File: config.mk
export PLATFORM = sky130hd
export DESIGN_NAME = suc_cell
export DESIGN_NICKNAME = d
export VERILOG_FILES = /design/src/sv/suc_pkg.sv /design/src/sv/suc_cell.sv
export SDC_FILE = /design/constraint.sdc
export NUM_CORES = 1
export LEC_CHECK = 0
export ABC_AREA = 1
export BUFFER_PORTS_ARGS = -buffer_cell sky130_fd_sc_hd__buf_4
export CORE_ASPECT_RATIO = 1.4
export CORE_MARGIN = 2
export CORE_UTILIZATION = 52
export DETAILED_ROUTE_END_ITERATION = 8
export PLACE_DENSITY = 0.92
export SYNTH_ARGS = -nofsm -noshare
export SYNTH_HDL_FRONTEND = slang
export SYNTH_SLANG_ARGS = --single-unit
File: constraint.sdc
create_clock -name clk -period 5.3 [get_ports clk]
set_clock_uncertainty 0.1 [all_clocks]
set_input_delay 0.53 -clock clk [delete_from_list [all_inputs] [get_ports clk]]
set_output_delay 0.53 -clock clk [all_outputs]
set_load 0.1 [all_outputs]
File: src/sv/suc_pkg.sv
`timescale 1ns / 1ps
`default_nettype none

package suc_pkg;

  // Field widths fixed by the interface
  localparam int VALUE_W = 32;
  localparam int COUNT_W = 7;

  // Transaction state as it moves down the cell chain
  typedef struct packed {
    logic                      valid;
    logic                      last;
    logic                      found;
    logic                      placed;
    logic signed [VALUE_W-1:0] value;
  } token_t;

endpackage

`default_nettype wire

File: src/sv/suc_cell.sv
`timescale 1ns / 1ps
`default_nettype none

// One storage slot of the distinct-value chain. A passing transaction is
// compared against the slot, claims it if it is the first free one, counts it
// if occupied, and clears it when the transaction closes the set.
module suc_cell #(
  parameter int CW = 7
) (
  input  wire logic            clk,
  input  wire logic            rst_n,
  input  wire suc_pkg::token_t tok_in,
  input  wire logic [CW-1:0]   cnt_in,
  output suc_pkg::token_t      tok_out,
  output logic [CW-1:0]        cnt_out
);

  logic                               vld_r;
  logic                               vld_nxt;
  logic signed [suc_pkg::VALUE_W-1:0] val_r;
  logic signed [suc_pkg::VALUE_W-1:0] val_nxt;
  suc_pkg::token_t                    tok_r;
  suc_pkg::token_t                    tok_nxt;
  logic [CW-1:0]                      cnt_r;
  logic [CW-1:0]                      cnt_nxt;
  logic                               hit;
  logic                               take;
  logic                               occupied;

  // Compare and claim
  assign hit      = tok_in.valid && vld_r && (val_r == tok_in.value);
  assign take     = tok_in.valid && !vld_r && !tok_in.found && !tok_in.placed;
  assign occupied = vld_r || take;

  always_comb begin
    tok_nxt        = tok_in;
    tok_nxt.found  = tok_in.found || hit;
    tok_nxt.placed = tok_in.placed || take;
    cnt_nxt        = cnt_in + {{(CW-1){1'b0}}, occupied};
    vld_nxt        = vld_r;
    val_nxt        = val_r;
    if (take) begin
      vld_nxt = 1'b1;
      val_nxt = tok_in.value;
    end
    // end of set empties the slot after this transaction has used it
    if (tok_in.valid && tok_in.last) begin
      vld_nxt = 1'b0;
    end
  end

  always_ff @(posedge clk) begin
    if (!rst_n) begin
      vld_r       <= 1'b0;
      tok_r.valid <= 1'b0;
    end else begin
      vld_r       <= vld_nxt;
      tok_r.valid <= tok_nxt.valid;
    end
    val_r        <= val_nxt;
    tok_r.last   <= tok_nxt.last;
    tok_r.found  <= tok_nxt.found;
    tok_r.placed <= tok_nxt.placed;
    tok_r.value  <= tok_nxt.value;
    cnt_r        <= cnt_nxt;
  end

  assign tok_out = tok_r;
  assign cnt_out = cnt_r;

endmodule

`default_nettype wire

# Word level (Yosys, flattened, before mapping)
# Index checks and enable logic that the tools add are counted.
# W data, S select, Z words.
[totals] ff_bits=76 inputBits=45 out_inout_bits=43 word_cells=24
[classes] n_addsub=1 eq_ne=1 bitwise=1 n_reduce_logical=13
[op_table] op="$eq A32 B32 Y1" count=1
[op_table] op="$add A7 B1 Y7" count=1
[op_table] op="$logic_and A1 B1 Y1" count=6
[op_table] op="$logic_not A1 Y1" count=3
[op_table] op="$logic_or A1 B1 Y1" count=3
[op_table] op="$reduce_or A2 Y1" count=1
[op_table] op="$not A1 Y1" count=1

# Longest topological paths before layout
# Gate-level depths: netlist of run 1.
[depth] word_depth=6 depth_mapped=10 ltp_nobuf=10

# Least setup slack after synthesis of run 1
# OpenSTA, ideal clock, no wires.
[synth_timing] path_kind="input port to flip-flop" start="in tok_in[33] (netlist name)" end="reg val_r[0] (netlist name), enable pin" setup_ns=0.421 arrival_ns=2.050 required_ns=4.779 setup_slack_ns=2.729 cell_stages=3 path_buffers=0 cell_sequence="inv_1 nand3_1 nor2_1"
[synth_via] elab_chain_len=3
[synth_lines] item="from (decl)" line="suc_cell.sv:12" text="input wire suc_pkg::token_t tok_in,"
[synth_lines] item="$logic_not A1 Y1" line="suc_cell.sv:32" text="assign take = tok_in.valid && !vld_r && !tok_in.found && !tok_in.placed;"
[synth_lines] item="$logic_and A1 B1 Y1 (2 in series)" line="suc_cell.sv:32"
[synth_lines] item="named net take" line="suc_cell.sv:27" text="logic take;"
[synth_lines] item="to (signal assigned)" line="suc_cell.sv:60" text="val_r <= val_nxt;"
[synth_lines] item="to (decl)" line="suc_cell.sv:20" text="logic signed [suc_pkg::VALUE_W-1:0] val_r;"
# The timed path passes the listed nets, and every way through them passes these cells.
# A chain may end at the register's enable or synchronous reset.

# Worst setup path after layout of run 1
[layout_timing] start="reg vld_r" end="reg cnt_r[6], in the netlist cnt_out[6]"
[layout_via] elab_chain_len=6
[layout_lines] item="from (decl)" line="suc_cell.sv:18" text="logic vld_r;"
[layout_lines] item="from (signal assigned)" line="suc_cell.sv:57" text="vld_r <= vld_nxt;"
[layout_lines] item="$logic_not A1 Y1" line="suc_cell.sv:32"
[layout_lines] item="$logic_and A1 B1 Y1 (3 in series)" line="suc_cell.sv:32"
[layout_lines] item="$logic_or A1 B1 Y1 *" line="suc_cell.sv:33" text="assign occupied = vld_r || take;"
[layout_lines] item="$add A7 B1 Y7 *" line="suc_cell.sv:39" text="cnt_nxt = cnt_in + {{(CW-1){1'b0}}, occupied};"
[layout_lines] item="named net cnt_nxt[6]" line="suc_cell.sv:25" text="logic [CW-1:0] cnt_nxt;"
[layout_lines] item="to (signal assigned)" line="suc_cell.sv:65" text="cnt_r <= cnt_nxt;"
[layout_lines] item="to (decl)" line="suc_cell.sv:24" text="logic [CW-1:0] cnt_r;"
# The timed path passes the listed nets; every way through them passes the cells marked *.

==> impl_metrics.csv, run 1 <==
group,metric,value,unit
sta,tightest_slew,0.8935,ns
sta,holdWs,0.2050,ns
floorplanning,die_h,86.70,um
synth,muxShareOfSynthArea,0,%
route,antenna_left,0,
placed_design,gp_congestion,0.7275,
layout,num_antenna_cells,0,
clocking,clockBufferDepth,2,
clocking,cts.sinks,76,
synth,synth_top_family_by_area,"simple AND/OR/NAND/NOR gates",
sta,drv_slew,0,
sta,worst_slack,3.473,ns
floorplanning,initial_core_util,53.28,%
route,routed_via_density,4.522,
power_and_ir_drop,ir_drop,330.2,uV
clocking,numCtsBuffers,9,
sta,tns,0,ns
floorplanning,core_area,4767,um2
hold_path,min_path_type,"input port to register",
critical_path,crit_path_end_kind,"register",
global_routing,grt_usage,18.55,%
clocking,clk_pin_slew_worst_paths,0.07,ns
clocking,clock-root-buffer,"clkbuf_8",
layout,post-route-util,73.96,%
run_status,status,"finished clean",
layout,final_nets,373,
global_routing,antenna_found_initial,0,
synth,synth_nets,275,
clocking,postCtsHoldBufs,0,
critical_path,critPathKind,"register to register",
layout,final_cell_mix,"buf_4, nand2_1, dfxtp_1, inv_1, edfxtp_1",
sta,grt_setup_unrepaired,"false",
route,wl_met2,2650,um
clocking,ctsResizeCount,0,
sta,fin_crit,1.827,ns
synth,ys_ff_latch,76,
sta,setup_viol,0,
global_routing,grt_max_degree,33,
route,routed.top_layer,"met4",
critical_path,crit_arrival,2.00,ns
placed_design,dp_hpwl,3516,um
sta,post-route-period-util,34.46,%
floorplanning,fp.dieW,63.07,um
layout,syn_to_final_growth,38.82,%
flow_run,drv_cap,0,
sta,fmaxAchievable,547.5,MHz
route,wl_met1,1691,um
clocking,clock_latency,0.33,ns
clocking,tritoncts,"yes",
placed_design,place.port_buffers,87,
synth,synth_warnings,0,
synth,synthCells,228,
placed_design,pre_cts_slack,3.225,ns
layout,drive_gt1_share,31.12,%
power_and_ir_drop,power-per-cell-area,396.2,nW/um2
global_routing,grt_pass1_wl,7548,um
critical_path,cp_max_fo,3,
power_and_ir_drop,leakagePower,1.675,nW
route,drc,0,
floorplanning,dieArea,5467,um2
layout,final_common_cell,"buf_4",
route,dr_total_vias,1786,
synth,avgSynthCellArea,11.14,um2
route,wire_per_inst,12.01,um
synth,synth_compound_area_share,0.3941,%
floorplanning,rows,30,
critical_path,worst_setup_path_start_kind,"register",
synth,ys_seq_area_share,72.51,%
clocking,htree_levels,3,
sta,slew_headroom,40.29,%
synth,yosysUniqueCellTypes,12,
floorplanning,io_pins,88,
global_routing,gr-total-overflow,0,
route,wl,4743,um
critical_path,cp.required,5.47,ns
sta,finalHoldViolCount,0,
route,drt_iter0_drc,61,
clocking,postCtsSetupBuffers,0,
synth,synth-simple-area-share,14.33,%
synth,synth_fa_ha_area_share,0.9852,%
synth,syn-cell-area,2540,um2
route,wl_met3,271,um
layout,nFillCells,330,
synth,synth_xor_area_share,5.862,%
global_routing,grt_pass1_vias,1848,
route,first_pass_iters,4,
-- routing by layer --
metal,up-vias,global-route usage (%)
met2,62,34.72
li1,901,-
met1,807,16.87
met5,-,0
met4,0,11.72
met3,16,6.234
-- per-stage QoR --
stage | area, um2 | std cells | power [mW]
after floorplan | 2540 | 228 | 0.8244
after global placement | 3281 | 379 | 0.8935
after detailed placement | 3281 | 379 | 0.8982
after CTS | 3526 | 395 | 1.410
after global routing | 3526 | 395 | 1.444
final | 3526 | 395 | 1.397
-- cell type report --
class                   count  area [um2]  share of cell area (%)
well taps                  64       80.08                   2.271
multi-input cells         112       555.5                   15.76
clock inverters             3       65.06                   1.845
clock buffers              13       180.2                   5.110
repair buffers             87       653.1                   18.52
inverters                  40       150.1                   4.258
flip-flops and latches     76        1842                   52.24
-- state kept, by name, indices dropped and copies added (netlist names) --
register	count
tok_out	36
vld_r	1
val_r	32
cnt_out	7
-- final timing paths --
kind,startpoint,depth (start not counted),slack (ns),endpoint
max,vld_r,8,3.47,cnt_out[6]
min,tok_in[34],1,0.21,tok_out[34]
max reg2reg,vld_r,8,3.47,cnt_out[6]
min reg2reg,vld_r,3,0.59,cnt_out[0]
-- cell usage after synthesis --
| master | instances | area (um2) |
|---|---|---|
| dfxtp_1 | 44 | 880.8 |
| nand2_1 | 56 | 210.2 |
| ha_1 | 2 | 25.02 |
| nand3_1 | 7 | 35.03 |
| nor3_1 | 1 | 5.000 |
| xor2_1 | 5 | 43.79 |
| nand4_1 | 5 | 31.28 |
| edfxtp_1 | 32 | 960.9 |
| nor2_1 | 22 | 82.58 |
| inv_1 | 40 | 150.1 |
| o21ai_0 | 2 | 10.01 |
| xnor2_1 | 12 | 105.1 |
-- critical path: stages (launching register included) --
cell     delay, ns
dfxtp_1       0.32
inv_1         0.08
nand3_1       0.16
o21ai_0       0.31
ha_1          0.24
ha_1          0.21
nand3_1       0.08
nor2_1        0.13
xor2_1        0.15
-- logic make-up after synthesis --
logic type,Yosys count
AND/OR/NAND/NOR,91
flip-flops,76
buffers and inverters,40
XOR/XNOR,17
AO/OA/AOI/OAI,2
adder cells (fa/ha/maj),2
-- power breakdown --
part	switching, mW	internal [mW]	total (mW)
Combinational	0.180	0.0586	0.238
Sequential	0.00836	0.637	0.646
Clock	0.194	0.319	0.513
Total	0.382	1.01	1.40
Power figures use the tool's default switching activity.
==> run 2: changes to the inputs <==
Settings changed: CORE_UTILIZATION 52 to 44, PLACE_DENSITY 0.92 to 0.83.
Clock period 5.3 ns to 1.6 ns, I/O delays scaled along.
==> run 2 against run 1 <==
Compared with the run above:
- first-iteration DRC count is 26% higher
- critical endpoint unchanged
- clock power grew to 3.4 times the previous value
- fmax is 19% higher
- register-to-register slack worse by 3.4 ns
- largest cell class unchanged
- critical path type unchanged
- combinational power grew to 3.8 times the previous value
- die area is 17% higher
==> impl_metrics.csv, run 2 (synthesized netlist as in run 1, its figures left out) <==
group,metric,value,unit
route,wire_per_inst,12.48,um
critical_path,cp.required,1.78,ns
sta,drv_slew,0,
layout,post-route-util,73.23,%
layout,final-seq-area,1843,um2
critical_path,cp_cell_sequence,"inv_2, nand3_2, o21ai_2, ha_2, ha_4, nand3_1, nor2_2, xor2_1",
clocking,clock-root-buffer,"clkbuf_8",
critical_path,crit_arrival,1.71,ns
sta,setup_viol,0,
layout,largest_reg_flops,36,
global_routing,grt_usage,18.87,%
route,drc,0,
clocking,clk_pin_slew_worst_paths,0.07,ns
sta,fmaxAchievable,653.2,MHz
critical_path,crit_path_end_kind,"register",
placed_design,dp_hpwl,3487,um
power_and_ir_drop,ir_drop,734.3,uV
floorplanning,initial_core_util,45.97,%
critical_path,cpPeakStageDelay,0.33,ns
critical_path,worst_setup_path_start_kind,"register",
power_and_ir_drop,finalPower,4.773,mW
global_routing,antenna_found_initial,0,
layout,instances_no_fill,448,
global_routing,grt_max_degree,21,
placed_design,place.port_buffers,87,
clocking,clockBufferDepth,2,
clocking,numCtsBuffers,9,
sta,finalHoldViolCount,0,
route,first_pass_iters,4,
clocking,tritoncts,"yes",
critical_path,slowest_stage,"dfxtp_2",
floorplanning,dieArea,6405,um2
hold_path,min_path_type,"input port to register",
placed_design,gp_congestion,0.6508,
route,routed_via_density,4.400,
layout,syn_to_final_growth,59.31,%
route,dr_total_vias,1971,
global_routing,gr-total-overflow,0,
route,antenna_left,0,
critical_path,critPathKind,"register to register",
power_and_ir_drop,power-per-cell-area,1180,nW/um2
clocking,clock_latency,0.34,ns
run_status,status,"finished clean",
route,drt_iter0_drc,77,
floorplanning,io_pins,88,
sta,tightest_slew,0.2921,ns
floorplanning,rows,32,
sta,slew_headroom,80.68,%
power_and_ir_drop,leakagePower,1.882,nW
sta,post-route-period-util,95.68,%
layout,final_cell_mix,"buf_4, nand2_1, dlygate4sd3_1, dfxtp_1, inv_1",
critical_path,cp_max_fo,3,
clocking,cts.sinks,76,
placed_design,dp_cells,386,
floorplanning,core_area,5525,um2
floorplanning,fp.dieW,68.21,um
layout,nFillCells,393,
layout,num_antenna_cells,0,
flow_run,drv_cap,0,
layout,drive_gt1_share,29.74,%
sta,fin_crit,1.531,ns
layout,multiInputGateArea,581.8,um2
global_routing,grt_pass1_wl,8714,um
layout,final_common_cell,"buf_4",
floorplanning,die_h,93.90,um
global_routing,grt_pass1_vias,1988,
route,wl,5593,um
clocking,htree_levels,3,
layout,final_nets,422,
-- run 2: cell types whose count changed in the layout (fill, tap and decap cells not counted), sizes merged --
cell and delta:
clkbuf -2, dlygate4sd3 +45, bufinv +1, buf +4, clkinv +1
-- run 2: timing repair --
action                                  in CTS  in global routing
pin swaps                                    0                  3
resized for setup                            2                  7
endpoints found under the setup margin       1                  2
buffers inserted                             0                  1
hold endpoints to repair                    76                  0
hold buffers                                45                  0
-- run 2: path summary, 6_finish.rpt --
kind	slack (ns)	depth (start not counted)	end	start
max	0.07	8	cnt_out[6]	vld_r
min	0.16	4	tok_out[32]	tok_in[35]
max reg2reg	0.07	8	cnt_out[6]	vld_r
min reg2reg	0.53	3	cnt_out[0]	vld_r
-- run 2: stage by stage --
step	hold slack [ns]	TNS (ns)	instance area (um2)	setup slack, ns
after floorplan	0.08772	0	2547	0.05221
after global placement	0.1816	0	3321	0.03715
after detailed placement	0.1830	-0.06402	3321	-0.06402
after CTS	0.1357	0	4015	0.007874
after global routing	0.1473	-0.006162	4046	-0.006162
final	0.1573	0	4046	0.06914
-- run 2: layout make-up --
cell class              count  area share (%)
clock buffers              11           3.494
clock inverters             5           2.443
inverters                  40           3.711
multi-input cells         112           14.38
flip-flops and latches     76           45.55
well taps                  68           2.103
repair buffers            136           28.32
-- run 2: layer usage --
layer	share of wire, %	GRT usage [%]	vias up
li1	-	-	999
met1	39	20.32	894
met2	52	31.96	62
met3	5.6	6.595	16
met4	3.2	9.167	0
met5	0	0	-
-- run 2: power breakdown --
group          switching (mW)  total, mW  internal [mW]  leakage [nW]
registers              0.0289       2.14           2.11         0.665
clock network           0.662       1.73           1.07         0.121
logic                   0.623      0.900          0.278          1.10
total                    1.31       4.77           3.46          1.88
-- run 2: critical path, delay by kind of cell (launching register included) --
family	cells	cell delay, ns
AOI/OAI and AO/OA	1	0.17
xor gates and xnor gates	1	0.14
adders and majority gates	2	0.36
buffers and inverters	1	0.07
DFF	1	0.33
and+or+nand+nor	3	0.30
